==> src/tlbclk_pkg.sv <==
// Shared constants and types for the clock-replacement TLB.
// Used by tlbclk_cell and tlb_lookup_clock_replace_top; depends on nothing.
`default_nettype none

package tlbclk_pkg;

   localparam int ENTRIES  = 16;
   localparam int VPN_BITS = 20;
   localparam int PFN_BITS = 20;

   typedef enum logic [0:0] {
      ST_IDLE,
      ST_LOOKUP
   } state_type;

   // Values that ripple from one cell to the next along the row.
   typedef struct packed {
      logic                hit_seen;
      logic                all_valid;
      logic                all_used;
      logic [PFN_BITS-1:0] frame;
   } chain_type;

   // Values broadcast to every cell for the request under lookup.
   typedef struct packed {
      logic                commit;
      logic                miss;
      logic                all_valid;
      logic                write;
      logic [VPN_BITS-1:0] page;
      logic [PFN_BITS-1:0] fill;
   } bcast_type;

endpackage

`default_nettype wire

==> src/tlbclk_cell.sv <==
// One TLB entry with its valid, used and dirty bits and its share of the
// hit, fill and clock-sweep chains. Depends on tlbclk_pkg.
`default_nettype none

module tlbclk_cell (
   input  wire logic                         clock,
   input  wire logic                         reset,
   input  wire tlbclk_pkg::bcast_type        bcast,
   input  wire logic                         take_wrap,
   input  wire tlbclk_pkg::chain_type        chain_left,
   output tlbclk_pkg::chain_type             chain_right,
   output logic                              touch
);

   logic                            valid_ff, valid_in;
   logic                            used_ff, used_in;
   logic                            dirty_ff, dirty_in;
   logic [tlbclk_pkg::VPN_BITS-1:0] page_ff;
   logic [tlbclk_pkg::PFN_BITS-1:0] frame_ff;
   logic                            match;
   logic                            hit_here;
   logic                            fill_here;
   logic                            sweep_clear;

   always_comb begin
      match       = valid_ff && (page_ff == bcast.page);
      hit_here    = match && !chain_left.hit_seen;
      chain_right.hit_seen  = chain_left.hit_seen | match;
      chain_right.all_valid = chain_left.all_valid & valid_ff;
      chain_right.all_used  = chain_left.all_used & used_ff;
      chain_right.frame     = chain_left.frame | (hit_here ? frame_ff : '0);

      if (bcast.all_valid) begin
         fill_here = bcast.miss && ((chain_left.all_used && !used_ff) || take_wrap);
      end else begin
         fill_here = bcast.miss && chain_left.all_valid && !valid_ff;
      end
      sweep_clear = bcast.miss && bcast.all_valid && chain_left.all_used && used_ff;
      touch       = hit_here | fill_here;

      valid_in = valid_ff | fill_here;
      if (touch) begin
         used_in = 1'b1;
      end else if (sweep_clear) begin
         used_in = 1'b0;
      end else begin
         used_in = used_ff;
      end
      if (fill_here) begin
         dirty_in = bcast.write;
      end else if (hit_here) begin
         dirty_in = dirty_ff | bcast.write;
      end else begin
         dirty_in = dirty_ff;
      end
   end

   always_ff @(posedge clock) begin
      if (reset) begin
         valid_ff <= 1'b0;
         used_ff  <= 1'b0;
         dirty_ff <= 1'b0;
      end else if (bcast.commit) begin
         valid_ff <= valid_in;
         used_ff  <= used_in;
         dirty_ff <= dirty_in;
      end
   end

   always_ff @(posedge clock) begin
      if (bcast.commit && fill_here) begin
         page_ff  <= bcast.page;
         frame_ff <= bcast.fill;
      end
   end

endmodule

`default_nettype wire

==> src/tlb_lookup_clock_replace_top.sv <==
// Top level of the fully associative TLB with clock replacement.
// Depends on tlbclk_pkg and tlbclk_cell.
//
// Usage:
// A request on the req_ channel carries a virtual page number, a write flag
// and the page-table frame to install on a miss. It is taken at a clock edge
// where req_valid is high and req_stall is low. Each request yields exactly
// one result on the rsp_ channel: the frame number and a hit flag.
// The request is registered at acceptance, and in the lookup state the row of
// entry cells resolves hit, free entry or clock victim and updates its bits.
// The result is then held in the output register. One request is in the
// block at a time: a new one is taken only after the last one has been
// committed. The ripple chain through the row of cells sets the length of
// the lookup cycle.
// While rsp_stall holds a pending result, the lookup waits and req_stall
// stays high. Synchronous reset clears all valid, used and dirty bits and
// empties the block; stored pages and frames are kept but unused.
`default_nettype none

module tlb_lookup_clock_replace_top (
   input  wire logic                            clock,
   input  wire logic                            reset,
   input  wire logic                            req_valid,
   output logic                                 req_stall,
   input  wire logic [tlbclk_pkg::VPN_BITS-1:0] req_vpn,
   input  wire logic                            req_write_access,
   input  wire logic [tlbclk_pkg::PFN_BITS-1:0] req_fill_pfn,
   output logic                                 rsp_valid,
   input  wire logic                            rsp_stall,
   output logic [tlbclk_pkg::PFN_BITS-1:0]      rsp_pfn,
   output logic                                 rsp_hit
);

   tlbclk_pkg::state_type           state_ff, state_in;
   logic [tlbclk_pkg::VPN_BITS-1:0] vpn_ff;
   logic                            write_ff;
   logic [tlbclk_pkg::PFN_BITS-1:0] fill_ff;
   logic                            rsp_valid_ff, rsp_valid_in;
   logic [tlbclk_pkg::PFN_BITS-1:0] rsp_pfn_ff;
   logic                            rsp_hit_ff;
   logic                            req_take;
   logic                            commit;
   tlbclk_pkg::bcast_type           bcast;
   tlbclk_pkg::chain_type           chain [0:tlbclk_pkg::ENTRIES];
   logic [tlbclk_pkg::ENTRIES-1:0]  touch;

   always_comb begin
      unique case (state_ff)
         tlbclk_pkg::ST_IDLE: begin
            state_in = req_valid ? tlbclk_pkg::ST_LOOKUP : tlbclk_pkg::ST_IDLE;
         end
         tlbclk_pkg::ST_LOOKUP: begin
            state_in = (!rsp_valid_ff || !rsp_stall) ? tlbclk_pkg::ST_IDLE
                                                     : tlbclk_pkg::ST_LOOKUP;
         end
         default: begin
            state_in = tlbclk_pkg::ST_IDLE;
         end
      endcase
   end

   always_comb begin
      unique case (state_ff)
         tlbclk_pkg::ST_IDLE: begin
            req_stall = 1'b0;
            commit    = 1'b0;
         end
         tlbclk_pkg::ST_LOOKUP: begin
            req_stall = 1'b1;
            commit    = !rsp_valid_ff || !rsp_stall;
         end
         default: begin
            req_stall = 1'b1;
            commit    = 1'b0;
         end
      endcase
   end

   assign req_take = req_valid && !req_stall;

   always_ff @(posedge clock) begin
      if (reset) begin
         state_ff <= tlbclk_pkg::ST_IDLE;
      end else begin
         state_ff <= state_in;
      end
   end

   always_ff @(posedge clock) begin
      if (req_take) begin
         vpn_ff   <= req_vpn;
         write_ff <= req_write_access;
         fill_ff  <= req_fill_pfn;
      end
   end

   assign chain[0].hit_seen  = 1'b0;
   assign chain[0].all_valid = 1'b1;
   assign chain[0].all_used  = 1'b1;
   assign chain[0].frame     = '0;

   always_comb begin
      bcast.commit    = commit;
      bcast.miss      = !chain[tlbclk_pkg::ENTRIES].hit_seen;
      bcast.all_valid = chain[tlbclk_pkg::ENTRIES].all_valid;
      bcast.write     = write_ff;
      bcast.page      = vpn_ff;
      bcast.fill      = fill_ff;
   end

   for (genvar g = 0; g < tlbclk_pkg::ENTRIES; g++) begin : g_cell
      tlbclk_cell u_cell (
         .clock       (clock),
         .reset       (reset),
         .bcast       (bcast),
         .take_wrap   ((g == 0) ? chain[tlbclk_pkg::ENTRIES].all_used : 1'b0),
         .chain_left  (chain[g]),
         .chain_right (chain[g+1]),
         .touch       (touch[g])
      );
   end

   always_comb begin
      if (commit) begin
         rsp_valid_in = 1'b1;
      end else if (!rsp_stall) begin
         rsp_valid_in = 1'b0;
      end else begin
         rsp_valid_in = rsp_valid_ff;
      end
   end

   always_ff @(posedge clock) begin
      if (reset) begin
         rsp_valid_ff <= 1'b0;
      end else begin
         rsp_valid_ff <= rsp_valid_in;
      end
   end

   always_ff @(posedge clock) begin
      if (commit) begin
         rsp_hit_ff <= !bcast.miss;
         rsp_pfn_ff <= bcast.miss ? fill_ff : chain[tlbclk_pkg::ENTRIES].frame;
      end
   end

   assign rsp_valid = rsp_valid_ff;
   assign rsp_pfn   = rsp_pfn_ff;
   assign rsp_hit   = rsp_hit_ff;

   a_one_entry_touched: assert property (@(posedge clock) disable iff (reset)
      commit |-> $onehot(touch))
      else $error("lookup commit did not touch exactly one entry");

   a_commit_gives_result: assert property (@(posedge clock) disable iff (reset)
      commit |=> rsp_valid)
      else $error("committed lookup produced no result");

   a_accept_starts_lookup: assert property (@(posedge clock) disable iff (reset)
      req_take |=> (state_ff == tlbclk_pkg::ST_LOOKUP))
      else $error("accepted request did not start a lookup");

endmodule

`default_nettype wire

==> config.mk <==
export PLATFORM = sky130hd
export DESIGN_NAME = tlb_lookup_clock_replace_top
export DESIGN_NICKNAME = d
export VERILOG_FILES = /design/src/tlbclk_pkg.sv /design/src/tlbclk_cell.sv /design/src/tlb_lookup_clock_replace_top.sv
export SDC_FILE = /design/constraint.sdc
export NUM_CORES = 1
export LEC_CHECK = 0
export ABC_AREA = 1
export BUFFER_PORTS_ARGS = -buffer_cell sky130_fd_sc_hd__buf_2
export CORE_ASPECT_RATIO = 1.75
export CORE_MARGIN = 2
export CORE_UTILIZATION = 43
export DETAILED_ROUTE_END_ITERATION = 6
export GPL_TIMING_DRIVEN = 0
export PLACE_DENSITY = 0.64
export SYNTH_ARGS = -nofsm -noshare
export SYNTH_HDL_FRONTEND = slang
export SYNTH_HIERARCHICAL = 1
export SYNTH_SLANG_ARGS = --single-unit
==> constraint.sdc <==
create_clock -name clock -period 8 [get_ports clock]
set_input_delay 0.4 -clock clock [delete_from_list [all_inputs] [get_ports clock]]
set_output_delay 0.4 -clock clock [all_outputs]
set_load 0.05 [all_outputs]
==> out/summary.txt <==
OUTCOME
-------------------------------------------------------------------------------------
Result of the run ...................................................... finished clean

POWER AND IR DROP
-------------------------------------------------------------------------------------
Peak ir drop on the vdd network ........................................     0.144 mV
Total power draw .......................................................      8.24 mW
Leakage dissipation ....................................................      19.8 nW
Pwr per Cell Area ......................................................  191 nW/um^2

CLOCK TREE
-------------------------------------------------------------------------------------
Clock root cell ........................................................    clkbuf_16
H-tree Lvls ............................................................            3
Clk pin slew, worst setup/hold paths ...................................      0.06 ns
TritonCTS clock tree ...................................................          yes
Number of CTS-inserted buffers .........................................           71
Maximum root-to-sink buffer count ......................................            3
Clock sink count .......................................................          735
Latest clock arrival within the worst-skew pair ........................      0.66 ns

CRITICAL PATH
-------------------------------------------------------------------------------------
Start point of the critical path .......................................   vpn_ff[12]
Worst-path maximum fanout ..............................................           57
Register-to-register setup slack .......................................      0.41 ns
Worst path most repeated cell ..........................................      nand2_1
Setup crit end kind ....................................................     register
Worst path top cell family by delay .................................... simple AND/OR/NAND/NOR gates
Worst Setup Start Kind .................................................     register
Start of the worst register-to-register path ...........................   vpn_ff[12]
Slowest stage delay, CP ................................................      0.90 ns
Data arrival time of the critical path .................................      7.93 ns
Capture point of the worst reg-to-reg path ............................. g_cell[0].u_cell/frame_ff[2]
Worst-case reg-to-reg path depth .......................................           45
Data required time of the worst path ...................................      8.34 ns
Highest-delay cell along the critical path .............................     edfxtp_1
Number of buffers and inverters on the critical path ...................           20
Class of the most critical setup path ..................................   reg -> reg
Number of gates on the worst path with buffers counted .................           45

PLACEMENT
-------------------------------------------------------------------------------------
Gpl congestion .........................................................        0.865
Detailed-placement wirelength estimate .................................     64500 um
Port-buffer cells ......................................................           66
Post-Place Setup Slack .................................................     0.231 ns

FLOORPLAN
-------------------------------------------------------------------------------------
Die W ..................................................................       225 um
Vertical die dimension .................................................       391 um
Initial Util ...........................................................        0.435
Standard-cell rows .....................................................          141
Area of the core .......................................................  84500 sq um
Number of top-level pins ...............................................           68
Overall die area .......................................................  88000 sq um

ROUTE
-------------------------------------------------------------------------------------
Wire length per cell ...................................................      16.6 um
Post-detailed-route count of antenna-violating nets ....................            0
# DRC ..................................................................            0
Count of routing violations after the opening detailed-route iteration .         1551
Detailed-routing iteration count for the pre-antenna-repair pass .......            5
Final wirelength .......................................................     93700 um
Via count of the routed design .........................................        26900
Via density ............................................................         4.75

MIN PATH
-------------------------------------------------------------------------------------
Sink of the worst hold path ............................................    rsp_valid
Hold path depth ........................................................            3
Hold path startpoint ...................................................    rsp_stall
Worst min-delay path category ..........................................    in -> reg

STA
-------------------------------------------------------------------------------------
Unrepaired setup endpoints after global routing ........................           no
Actual slew at the worst max-slew pin ..................................     0.919 ns
Shortest clock period the worst path allows after layout ...............      7.59 ns
Number of max-slew violations in the final report ......................            0
Worst hold margin ......................................................    0.0459 ns
Maximum clock frequency ................................................    0.132 GHz
Post-route setup slack .................................................     0.409 ns
Number of hold violations in the final report ..........................            0
Post-Route Skew ........................................................    0.0288 ns
Slew headroom ..........................................................        0.386
Setup violations, final ................................................            0
Ratio of final minimum period to clock period ..........................        0.949

SYNTH
-------------------------------------------------------------------------------------
Post-synthesis cell count ..............................................         4234
Cell area after synthesis ..............................................  36800 sq um
Synth Area per Inst ....................................................   8.69 sq um
Total number of yosys warnings .........................................            6

GLOBAL ROUTE
-------------------------------------------------------------------------------------
Maximum number of pins on one net before global-route repair ...........           58
Antenna violations before repair .......................................            1
Global-route wire length before repair .................................    142000 um
Total grt overflow .....................................................            0
All-layer global routing usage .........................................        0.213
Number of global-route vias before repair ..............................        26800

CELLS AND AREA
-------------------------------------------------------------------------------------
Share of final-layout standard cells stronger than drive strength 1 ....        0.109
Fin util ...............................................................        0.510
Number of inserted filler cells in the final layout ....................         7610
Total area of multi-input combinational cells ..........................  11400 sq um
Sequential cell area in the final layout ...............................  21700 sq um
Syn-to-layout area delta ...............................................        17.2%
Number of nets in the layout ...........................................         4582

JOB
-------------------------------------------------------------------------------------
Max cap viols ..........................................................            0

## registers in the layout, summed over array words and instances (netlist names)
register / count
fill_ff: 20
state_ff: 1
g_cell.u_cell/used_ff: 16
rsp_hit: 1
g_cell.u_cell/page_ff: 320
rsp_pfn: 20
vpn_ff: 20
g_cell.u_cell/frame_ff: 320
rsp_valid: 1
g_cell.u_cell/valid_ff: 16
## layout make-up
class	count	area share
Antenna cell	1	0.0000580
Buffer	36	0.00958
Clock buffer	94	0.0447
Clock inverter	31	0.00688
Inverter	947	0.0824
Multi-Input combinational cell	2565	0.265
Sequential cell	735	0.504
Tap cell	1072	0.0311
Timing Repair Buffer	181	0.0560
## timing repair
item	4_1_cts	5_1_grt
hold buffers	41	0
endpoints found under the hold margin	41	0
setup buffers	0	12
resized for setup	0	2
setup endpoints to repair	0	506
## worst max-delay path by stage
stage	slack, ns	to
after global routing	0.005	g_cell[13].u_cell/frame_ff[3]
after floorplan	1.22	g_cell[0].u_cell/frame_ff[0]
after global placement	-3.29	g_cell[0].u_cell/frame_ff[12]
after detailed placement	0.23	g_cell[4].u_cell/frame_ff[2]
final	0.41	g_cell[0].u_cell/frame_ff[2]
after CTS	0.16	g_cell[4].u_cell/frame_ff[2]
## report_power, final
| group | total, mW | switching [mW] | internal (mW) | leakage, nW |
|---|---|---|---|---|
| Combinational | 0.614 | 0.385 | 0.229 | 12.1 |
| Clock | 3.30 | 1.47 | 1.83 | 1.09 |
| Sequential | 4.32 | 0.0740 | 4.25 | 6.61 |
## cell usage in the layout, fill, tap and decap left out, drive strengths merged, types with 17 or more instances in the layout
cell type and count:
nor3 32, nand3 48, nand2 1661, nand4 96, o21ai 112, clkbuf 94, edfxtp 701, a21oi 18
o21bai 17, dfxtp 34, dlygate4sd3 41, clkinv 24, nor2 395, buf 176, or2 48, conb 42
xor2 32, inv 950
## per-layer routing
metal,up-vias,track usage,share of wire
li1,13600,-,-
met1,12500,0.213,0.36
met2,567,0.422,0.55
met3,224,0.0234,0.035
met4,2,0.114,0.053
met5,-,0,0.00013
## per-stage QoR
step                      instance area (sq um)  setup TNS [ns]  std cells
after floorplan                           36900               0       4274
after global placement                    38600        -2038.99       5412
after detailed placement                  40300               0       5474
after CTS                                 42900               0       5640
after global routing                      43100               0       5661
final                                     43100               0       5662
## worst register-to-register path, delay by kind of cell, from the launching register on
| family | cells | cell delay, ns |
|---|---|---|
| buffers and inverters | 20 | 2.75 |
| and+or+nand+nor | 24 | 3.44 |
| DFF | 1 | 0.90 |
| AOI/OAI and AO/OA | 1 | 0.18 |
(Power assumes the default switching activity.)
